## src/rtl/salru_pkg.sv

```systemverilog
// Shared types and constants of the set-associative LRU tag lookup.
package salru_pkg;

    localparam int ADDRESS_BITS      = 32;
    localparam int BLK_W             = ADDRESS_BITS - 2;
    localparam int WAYS_MAX          = 16;
    localparam int WAY_LIMIT_LOG2    = 4;
    localparam int ACCESS_BYTE_LIMIT = 16;
    localparam int RESULT_LIMIT      = 5;
    localparam int CFG_IDX_W         = 2;
    localparam int CFG_DATA_W        = 3;

    localparam logic [CFG_IDX_W-1:0] REG_WAYS_LOG2  = 2'd0;
    localparam logic [CFG_IDX_W-1:0] REG_BURST_LOG2 = 2'd1;

    typedef enum logic [2:0] {
        ST_CLEAR,
        ST_IDLE,
        ST_READ,
        ST_CMP,
        ST_UPD
    } state_t;

    // Outcome of the tag compare and victim search for one set.
    typedef struct packed {
        logic       hit;
        logic [3:0] col;
    } sel_t;

endpackage

```

## src/rtl/salru_way_sel.sv

```systemverilog
// Tag compare and oldest-way search over the ways of one set within a row.
module salru_way_sel #(
    parameter int TAG_W = 22
) (
    input  logic [15:0][TAG_W-1:0] row_tag,
    input  logic [15:0][3:0]       row_age,
    input  logic [15:0]            row_valid,
    input  logic [3:0]             base_col,
    input  logic [3:0]             wmask,
    input  logic [TAG_W-1:0]       tag,
    output salru_pkg::sel_t        sel
);

    logic [15:0] in_set;
    logic [15:0] hit_vec;
    logic [4:0]  lkey [0:4][0:15];
    logic [3:0]  lidx [0:4][0:15];
    logic [3:0]  hit_col;

    always_comb
    begin
        for (int c = 0; c < 16; c++)
        begin
            in_set[c]  = ((4'(c) & ~wmask) == (base_col & ~wmask));
            hit_vec[c] = in_set[c] && row_valid[c] && (row_tag[c] == tag);
        end
    end

    // Lowest matching column wins.
    always_comb
    begin
        hit_col = '0;
        for (int c = 15; c >= 0; c--)
        begin
            if (hit_vec[c])
            begin
                hit_col = 4'(c);
            end
        end
    end

    // Pairwise tree: greatest age, ties go to the lower column.
    always_comb
    begin
        for (int l = 0; l < 5; l++)
        begin
            for (int i = 0; i < 16; i++)
            begin
                lkey[l][i] = '0;
                lidx[l][i] = '0;
            end
        end
        for (int c = 0; c < 16; c++)
        begin
            lkey[0][c] = {in_set[c], row_age[c]};
            lidx[0][c] = 4'(c);
        end
        for (int l = 0; l < 4; l++)
        begin
            for (int i = 0; i < (8 >> l); i++)
            begin
                if (lkey[l][2*i+1] > lkey[l][2*i])
                begin
                    lkey[l+1][i] = lkey[l][2*i+1];
                    lidx[l+1][i] = lidx[l][2*i+1];
                end
                else
                begin
                    lkey[l+1][i] = lkey[l][2*i];
                    lidx[l+1][i] = lidx[l][2*i];
                end
            end
        end
    end

    always_comb
    begin
        sel.hit = |hit_vec;
        sel.col = (|hit_vec) ? hit_col : lidx[4][0];
    end

endmodule

```

## config.mk

```make
export PLATFORM = sky130hd
export DESIGN_NAME = salru_way_sel
export DESIGN_NICKNAME = d
export VERILOG_FILES = /design/src/rtl/salru_pkg.sv /design/src/rtl/salru_way_sel.sv
export SDC_FILE = /design/constraint.sdc
export NUM_CORES = 1
export LEC_CHECK = 0
export ABC_CLOCK_PERIOD_IN_PS = 7550
export BUFFER_PORTS_ARGS = -buffer_cell sky130_fd_sc_hd__buf_2
export CORE_AREA = 2 2 181 183
export DETAILED_ROUTE_END_ITERATION = 8
export DIE_AREA = 0 0 183 185
export GPL_TIMING_DRIVEN = 1
export PLACE_DENSITY = 0.51
export SETUP_SLACK_MARGIN = 0.02
export SLEW_MARGIN = 20
export SYNTH_ARGS = -nofsm -noshare
export SYNTH_HDL_FRONTEND = slang
export SYNTH_SLANG_ARGS = --single-unit
```

## constraint.sdc

```tcl
create_clock -name vclk -period 7.55
set_input_delay 0.755 -clock vclk [all_inputs]
set_output_delay 0.755 -clock vclk [all_outputs]
set_load 0.005 [all_outputs]
```

After elaboration in Yosys (flattened, before gate mapping). Index checks and enable logic that the tools add are counted. W data, S select, Z words.

Register bits: 0. Word-level logic and storage cells: 128.

Magnitude comparators: 15. Eq/ne operators: 31. Mux-type cells: 46. Bitwise logic cells: 2. Reduce and logical (&&, ||, !) cells: 34.

Operators by type and width (count): $eq A22 B22 Y1 (16); $mux W4 (20); $gt A5 B5 Y1 (15); $mux W5 (14); $eq A4 B4 Y1 (8); $logic_and A1 B1 Y1 (32); $eq A3 B4 Y1 (4); $reduce_or A16 Y1 (1); $eq A2 B4 Y1 (2); $mux W1 (8); $mux W2 (4); $and A4 B4 Y4 (1); $eq A1 B4 Y1 (1); $logic_not A4 Y1 (1); $not A4 Y4 (1).

Depth between registers and ports, before layout. Gate-level depths: netlist of the first run.

Word-level depth: 22. Mapped depth: 38.

Least setup slack after synthesis of the first run. No wires, ideal clock.

Kind: input-to-output. From: input port base_col[2]. To: output port sel[2] in the netlist's numbering. Data arrival time: 6622 ps. Required time: 6795 ps. Setup slack: 173 ps. Cell stages on the path: 33. Cells stage by stage: or2_2 -> nand3_1 -> inv_1 -> ha_1 -> and3_1 -> o21ai_0 -> a32oi_1 -> nor2_1 -> a21oi_1 -> inv_1 -> ha_1 -> and3_1 -> o21ai_0 -> a32oi_1 -> mux2i_1 -> ha_1 -> nor2b_1 -> o21a_1 -> o21a_1 -> o21a_1 -> o21a_1 -> clkbuf_1 -> nor2_1 -> a21oi_1 -> ha_1 -> nor2b_1 -> o21ai_0 -> nand2b_1 -> a211oi_1 -> nor2_1 -> mux2_2 -> o21bai_1 -> a21oi_1.

RTL lines: from (decl) (RTL line salru_way_sel.sv:8) `input logic [3:0] base_col,`; to (decl) (RTL line salru_way_sel.sv:11) `output salru_pkg::sel_t sel`.

==> reports/qor.csv, run 1 <==
stage,metric,value,unit
sta,Worst-Margin Slew,0.833,ns
floorplan,Die X,183,µm
status,status,completed,
placement,buffers added on ports,467,
sta,Fin Hold WS,2.25,ns
sta,fin. max-slew vios,0,
routing,total wire length,45300,µm
logic_synthesis,synthesized area,8410,µm²
floorplan,Boundary Pins,467,
routing,drt first pass iters,7,
logic_synthesis,Synth Area in XOR/XNOR,0.367,
critical_path,CP dominant cell by count,ha_1,
floorplan,die area,33900,µm²
power,NetSw,969,µW
power,Worst IR Drop VDD,0.000112,V
power,share of power burned in registers,0,
power,logic gate share of total power,1.000,
critical_path,Crit Path Class,input port to output port,
floorplan,row count,66,
placement,pre-CTS WS,0.0288,ns
logic_synthesis,Post-Synthesis Cells,1154,
routing,drt drc,0,
finish,"commonest cells after routing, fill and taps aside","buf_2 (467), xor2_1 (224), xnor2_1 (127)",
logic_synthesis,Synth Warn #,0,
placement,Cells after DPL,2019,
grt,initial antenna violation count,2,
critical_path,critical path endpoint category,output port,
finish,"Cell Count, Final, Fillers Out",2035,
logic_synthesis,adder-cell area share of the yosys netlist,0.112,
logic_synthesis,syn nets,1691,
sta,# setup viols final,0,
power,pwr dens,157,nW/µm²
logic_synthesis,largest family of logic cells by synthesized area,XOR/XNOR gates,
critical_path,CP startpoint kind,input port,
finish,num sequential,0,
power,Leak,5.48,nW
finish,CLK BUF,0,
finish,"most common cell after layout, fill and taps aside",buf_2,
sta,crit path time final,7.29,ns
grt,grt total ovfl,0,
finish,# nets final,2164,
finish,FF/Latch Area,0,µm²
logic_synthesis,Synth Area in Simple Gates,0.303,
floorplan,Die Ht,185,µm
logic_synthesis,multiplexer area fraction after synthesis,0.0472,
routing,drt via density,5.28,
finish,Layout area overhead,37.0,%
routing,drt first-iter violations,647,
sta,Fin. Hold Viols,0,
routing,DR WL/cell,22.2,µm
placement,dpl hpwl,37700,µm
floorplan,core area,32000,µm²
routing,routed via count,10800,
logic_synthesis,complex-gate fraction of the synthesized area,0.0967,
logic_synthesis,Syn Area/Cell,7.29,µm²
power,Net Sw Frac,0.535,
finish,fillcell total,3508,
critical_path,CP peak stage delay,0.30,ns
min_path,worst hold path type,input port to output port,
critical_path,worst-path fanout max,8,
sta,relative slew slack,0.445,
flow_run,maxcap violations,0,
critical_path,Slowest cell on crit path,ha_1,
placement,placer congestion estimate,0.953,
power,Total Power,1.81,mW
sta,FMAX,137,MHz
grt,vias in the first global route,10700,
finish,share of layout cells above drive strength 1,0.362,
grt,gr usage total,0.250,
sta,setup ws final,0.255,ns
sta,Final period util,0.966,
routing,Final ANT Viol Nets,0,
grt,largest net degree at the start of global routing,17,
critical_path,crit path DAT,6.54,ns
logic_synthesis,sequential element share of the synthesized area,0,
critical_path,Crit path required time,6.80,ns
power,clock share of power,0,
grt,first-pass GRT wire length,63700,µm
floorplan,Initial Util,0.262,
power,Pint,843,µW
logic_synthesis,Netlist cell types,58,
[metrics by stage]
| stage | cell area (µm²) | setup TNS [ns] | utilization |
|---|---|---|---|
| finish | 11500 | 0 | 0.360 |
| global route | 11500 | -0.126 | 0.360 |
| CTS | 11200 | 0 | 0.349 |
| detailed placement | 11200 | 0 | 0.349 |
| global placement | 11200 | 0 | 0.349 |
| floorplan | 8410 | 0 | - |
[timing repair]
| item | 4_1_cts | 5_1_grt |
|---|---|---|
| hold buffers | 0 | 0 |
| pin swaps | 0 | 16 |
| gates resized for setup | 1 | 64 |
| setup buffers | 0 | 14 |
| endpoints found under the setup margin | 1 | 4 |
[final cells by class]
| class | instances | area (µm²) | share of cell area |
|---|---|---|---|
| inverters | 63 | 236 | 0.0205 |
| well taps | 408 | 510 | 0.0443 |
| repair buffers | 523 | 2760 | 0.240 |
| multi-input cells | 1039 | 8010 | 0.695 |
| diodes | 2 | 5.00 | 0.000434 |
[synth_stat cells, drive strengths merged, types with 16 or more instances]
cell | number | area [µm²]
xor2 | 224 | 1960
mux2i | 25 | 250
nor4b | 16 | 146
a21oi | 43 | 215
nand2b | 16 | 100
nand4 | 75 | 469
ha | 75 | 938
buf | 49 | 379
nand3 | 24 | 120
nand2 | 65 | 244
nor3 | 35 | 175
inv | 63 | 236
nor2 | 54 | 203
nor2b | 18 | 113
xnor2 | 128 | 1130
o21ai | 24 | 120
nor4 | 84 | 532
[logic make-up (layout without fill, tap and decap cells)]
kind of cell,count (synthesis),in the layout
xor+xnor,352,352
compound gates,128,128
mux,38,38
other cells,0,2
buf+inv,115,586
fa+ha+maj,75,75
simple gates,446,446
[power by group through the flow]
| stage | Sequential [mW] | Combinational (mW) | Clock [mW] |
|---|---|---|---|
| 2_1_floorplan | 0 | 1.01 | 0 |
| 4_1_cts | 0 | 1.68 | 0 |
| 3_5_place_dp | 0 | 1.67 | 0 |
| 6_report | 0 | 1.81 | 0.0000000356 |
| 5_1_grt | 0 | 1.98 | 0.0000000177 |
| 3_3_place_gp | 0 | 1.65 | 0 |
[worst paths after layout]
check	start	to	slack [ns]	cells after the start
worst min-delay path	row_valid[0]	sel[1]	2.25	7
worst max-delay path	base_col[0]	sel[2]	0.26	33
[routing by layer]
layer	up-vias	track usage	wire [µm]
met1	5012	0.318	18600
met4	0	0.0595	1290
met3	88	0.0254	3360
met5	-	0	0
li1	5098	-	-
met2	555	0.451	22000
[critical path: cells and delay by family]
| family | cells | cell delay (ns) |
|---|---|---|
| AOI/OAI and AO/OA | 13 | 2.12 |
| adders and majority gates | 4 | 1.15 |
| buffers and inverters | 4 | 0.56 |
| muxes | 2 | 0.57 |
| and+or+nand+nor | 10 | 1.35 |
Note: power is estimated with default switching activity, not from simulation.
==> run 2, diff against run 1 <==
--- a/config.mk
+++ b/config.mk
@@ -11,7 +11,7 @@
 export DETAILED_ROUTE_END_ITERATION = 8
 export DIE_AREA = 0 0 183 185
 export GPL_TIMING_DRIVEN = 1
-export PLACE_DENSITY = 0.51
+export PLACE_DENSITY_LB_ADDON = 0.2
 export SETUP_SLACK_MARGIN = 0.02
 export SLEW_MARGIN = 20
 export SYNTH_ARGS = -nofsm -noshare
==> reports/qor.csv, run 2 (synthesis results as in run 1) <==
stage,metric,value,unit
finish,CLK BUF,0,
critical_path,Crit path required time,6.80,ns
finish,FF/Latch Area,0,µm²
routing,DR WL/cell,22.5,µm
grt,gr usage total,0.254,
power,Leak,5.59,nW
routing,drt first pass iters,5,
grt,GRT met2 Usage,0.456,
floorplan,Die X,183,µm
clock_tree,CTS Hold Bufs,0,
power,pwr dens,165,nW/µm²
routing,drt via density,5.24,
floorplan,row count,66,
power,Pint,936,µW
floorplan,Boundary Pins,467,
sta,# setup viols final,0,
grt,vias in the first global route,10900,
sta,relative slew slack,0.409,
finish,Util after Layout,0.374,
power,logic gate share of total power,1.000,
placement,dpl hpwl,38100,µm
sta,Fin. Hold Viols,0,
placement,buffers added on ports,467,
power,clock share of power,0,
placement,placer congestion estimate,0.920,
placement,Placed Instance Area,11200,µm²
flow_run,maxcap violations,0,
grt,largest net degree at the start of global routing,17,
floorplan,die area,33900,µm²
floorplan,core area,32000,µm²
critical_path,worst-path fanout max,7,
grt,first-pass GRT wire length,64500,µm
power,Worst IR Drop VDD,0.000149,V
critical_path,Slowest cell on crit path,mux2i_4,
power,share of power burned in registers,0,
critical_path,CP dominant cell by count,o21a_1,
power,NetSw,1.05,mW
routing,drt first-iter violations,547,
routing,total wire length,46300,µm
grt,grt total ovfl,0,
finish,share of layout cells above drive strength 1,0.392,
finish,num sequential,0,
power,Net Sw Frac,0.528,
grt,GRT busiest layer,met2,
critical_path,CP startpoint kind,input port,
finish,Layout area overhead,42.3,%
routing,routed via count,10800,
floorplan,Die Ht,185,µm
critical_path,Crit Path Class,input port to output port,
grt,M1 GR Usage,0.314,
grt,GR Util met3,0.0330,
floorplan,Initial Util,0.262,
routing,drt drc,0,
grt,initial antenna violation count,8,
status,status,completed,
critical_path,crit path DAT,6.56,ns
sta,FMAX,137,MHz
sta,Final period util,0.969,
sta,fin. max-slew vios,0,
finish,"commonest cells after routing, fill and taps aside","buf_2 (467), xor2_1 (224), xnor2_1 (127)",
finish,design area,12000,µm²
min_path,hold depth,7,
sta,crit path time final,7.31,ns
critical_path,critical path endpoint category,output port,
finish,# nets final,2180,
routing,Final ANT Viol Nets,0,
finish,"most common cell after layout, fill and taps aside",buf_2,
critical_path,CP peak stage delay,0.31,ns
min_path,worst hold path type,input port to output port,
sta,Worst-Margin Slew,0.887,ns
## run 2: per-stage QoR
step	total power, mW	TNS [ns]	cells	hold WS, ns	setup WS, ns
floorplan	1.01	0	1154	1.84	0.173
global placement	1.67	0	2025	2.15	0.0323
detailed placement	1.68	-0.354	2025	2.14	-0.144
CTS	1.72	0	2029	2.15	0.0323
global route	2.15	-0.134	2054	2.24	-0.0806
finish	1.98	0	2056	2.15	0.237
## run 2: final cells by class
| type | instances | area, µm² |
|---|---|---|
| fill | 3473 | 20100 |
| antenna | 7 | 17.5 |
| inverter | 63 | 236 |
| multi-input combinational | 1039 | 8320 |
| timing repair buffer | 539 | 2890 |
| tap | 408 | 510 |
## run 2: final timing paths
check,start,endpoint
min,row_valid[0],sel[1]
max,wmask[2],sel[2]
## run 2: worst max-delay path: cells and delay by family
kind	cells	cell delay, ns
AO/OA/AOI/OAI	14	2.21
AND/OR/NAND/NOR	8	1.19
adder cells (fa/ha/maj)	4	1.04
buffers and inverters	6	0.71
multiplexers	2	0.62
## run 2: per-layer routing
layer | wire [µm] | part of all wire
met5 | 11 | 0.00024
met3 | 2760 | 0.060
met2 | 22800 | 0.49
met1 | 19200 | 0.41
met4 | 1570 | 0.034
## run 2: power groups by stage
| stage | Clock (mW) | Combinational (mW) | Sequential [mW] |
|---|---|---|---|
| floorplan | 0 | 1.01 | 0 |
| global placement | 0 | 1.67 | 0 |
| detailed placement | 0 | 1.68 | 0 |
| CTS | 0 | 1.72 | 0 |
| global route | 0.0000000888 | 2.15 | 0 |
| finish | 0.000000124 | 1.98 | 0 |
## run 2: what timing repair did
item                       4_1_cts  5_1_grt
gates resized for setup         14      108
setup endpoints to repair        4        4
setup buffers                    4       20
pin swaps                        4       29
==> run 3, diff against run 2 <==
==> constraint.sdc (replaced) <==
create_clock -name vclk -period 7.55
set_input_delay 0.755 -clock vclk [all_inputs]
set_output_delay 0.755 -clock vclk [all_outputs]
set_load 0.02 [all_outputs]
==> reports/qor.csv, run 3 (synthesis results as in run 1) <==
stage,metric,value,unit
critical_path,crit path DAT,6.54,ns
grt,GRT busiest layer,met2,
sta,crit path time final,7.29,ns
grt,GRT met2 Usage,0.464,
routing,DR WL/cell,22.7,µm
finish,"commonest cells after routing, fill and taps aside","buf_2 (466), xor2_1 (224), xnor2_1 (127)",
critical_path,Crit Path Class,input port to output port,
placement,pre-CTS WS,0.0183,ns
critical_path,critical path endpoint category,output port,
finish,Layout area overhead,40.5,%
floorplan,Die X,183,µm
routing,drt via density,5.25,
sta,Final TNS setup,0,ns
sta,relative slew slack,0.448,
finish,share of layout cells above drive strength 1,0.379,
power,Worst IR Drop VDD,0.000206,V
routing,routed via count,10800,
routing,total wire length,46600,µm
grt,first-pass GRT wire length,65400,µm
finish,num sequential,0,
routing,drt first-iter violations,532,
floorplan,die area,33900,µm²
sta,Final period util,0.966,
grt,largest net degree at the start of global routing,17,
floorplan,core area,32000,µm²
sta,# setup viols final,0,
floorplan,Initial Util,0.262,
placement,placer congestion estimate,0.929,
sta,Worst-Margin Slew,0.828,ns
finish,design area,11800,µm²
critical_path,worst-path fanout max,6,
finish,Util after Layout,0.369,
finish,# nets final,2175,
sta,fin. max-slew vios,0,
grt,vias in the first global route,11000,
critical_path,critical path startpoint,base_col[2],
placement,dpl hpwl,38700,µm
grt,initial antenna violation count,14,
sta,Fin. Hold Viols,0,
finish,FF/Latch Area,0,µm²
floorplan,Boundary Pins,467,
sta,FMAX,137,MHz
floorplan,row count,66,
grt,grt total ovfl,0,
min_path,worst hold path type,input port to output port,
power,Leak,5.57,nW
grt,M1 GR Usage,0.314,
critical_path,Crit path required time,6.80,ns
critical_path,CP startpoint kind,input port,
critical_path,Worst setup endpoint,sel[2],
critical_path,Slowest cell on crit path,mux2_4,
finish,fillcell total,3475,
placement,buffers added on ports,467,
finish,"most common cell after layout, fill and taps aside",buf_2,
placement,Placed Instance Area,11300,µm²
routing,drt drc,0,
grt,GR Util met3,0.0370,
flow_run,maxcap violations,0,
routing,Final ANT Viol Nets,0,
status,status,completed,
routing,drt first pass iters,5,
grt,gr usage total,0.257,
power,pwr dens,171,nW/µm²
finish,CLK BUF,0,
floorplan,Die Ht,185,µm
sta,setup ws final,0.257,ns
clock_tree,CTS Hold Bufs,0,
critical_path,CP peak stage delay,0.32,ns
## run 3: cell types whose count changed in the layout (fill, tap and decap cells not counted), moves of 3 or more
cell | previous run | this run
a21oi_2 | 13 | 10
and3_1 | 6 | 9
and3_4 | 7 | 4
diode_2 | 7 | 11
mux2i_2 | 2 | 5
mux2i_4 | 8 | 5
nor2_1 | 48 | 52
nor2_2 | 5 | 2
## run 3: critical path, delay by kind of cell
family	cells	cell delay [ns]
buffers and inverters	6	0.78
adders and majority gates	4	1.11
and+or+nand+nor	8	1.22
AOI/OAI and AO/OA	14	2.04
muxes	2	0.63
## run 3: worst min path at each step
stage	startpoint	cells past startpoint	endpoint	slack, ns
floorplan	row_tag[82]	4	sel[2]	1.92
global placement	row_valid[0]	7	sel[1]	2.21
detailed placement	row_valid[0]	7	sel[1]	2.21
CTS	row_valid[0]	7	sel[1]	2.21
global route	row_tag[118]	7	sel[4]	2.26
finish	row_valid[0]	7	sel[1]	2.23
## run 3: stage by stage
step	cells	power, mW	hold WS (ns)
after floorplan	1154	1.10	1.92
after global routing	2051	2.18	2.26
final	2055	2.03	2.23
after global placement	2033	1.77	2.21
after CTS	2033	1.84	2.21
after detailed placement	2033	1.80	2.21
## run 3: area by class of cell
class	count	area, µm²	area share
multi-input cells	1039	8200	0.694
well taps	408	510	0.0432
repair buffers	534	2840	0.241
diodes	11	27.5	0.00233
inverters	63	236	0.0200
## run 3: per-layer routing
metal	share of wire	routed length [µm]	vias up
met2	0.49	23000	447
li1	-	-	5129
met3	0.059	2730	88
met4	0.032	1510	8
met5	0.00094	44	-
met1	0.41	19300	5121
## run 3: what timing repair did
| item | in CTS | in global routing |
|---|---|---|
| resized for setup | 10 | 87 |
| endpoints found under the setup margin | 3 | 4 |
| setup buffers | 0 | 11 |
| pin swaps | 2 | 21 |
## run 3: report_power, final
group	internal, mW	switching, mW	total (mW)
Clock	0.000000195	0	0.000000195
Combinational	0.922	1.10	2.03
Sequential	0	0	0
Total	0.922	1.10	2.03
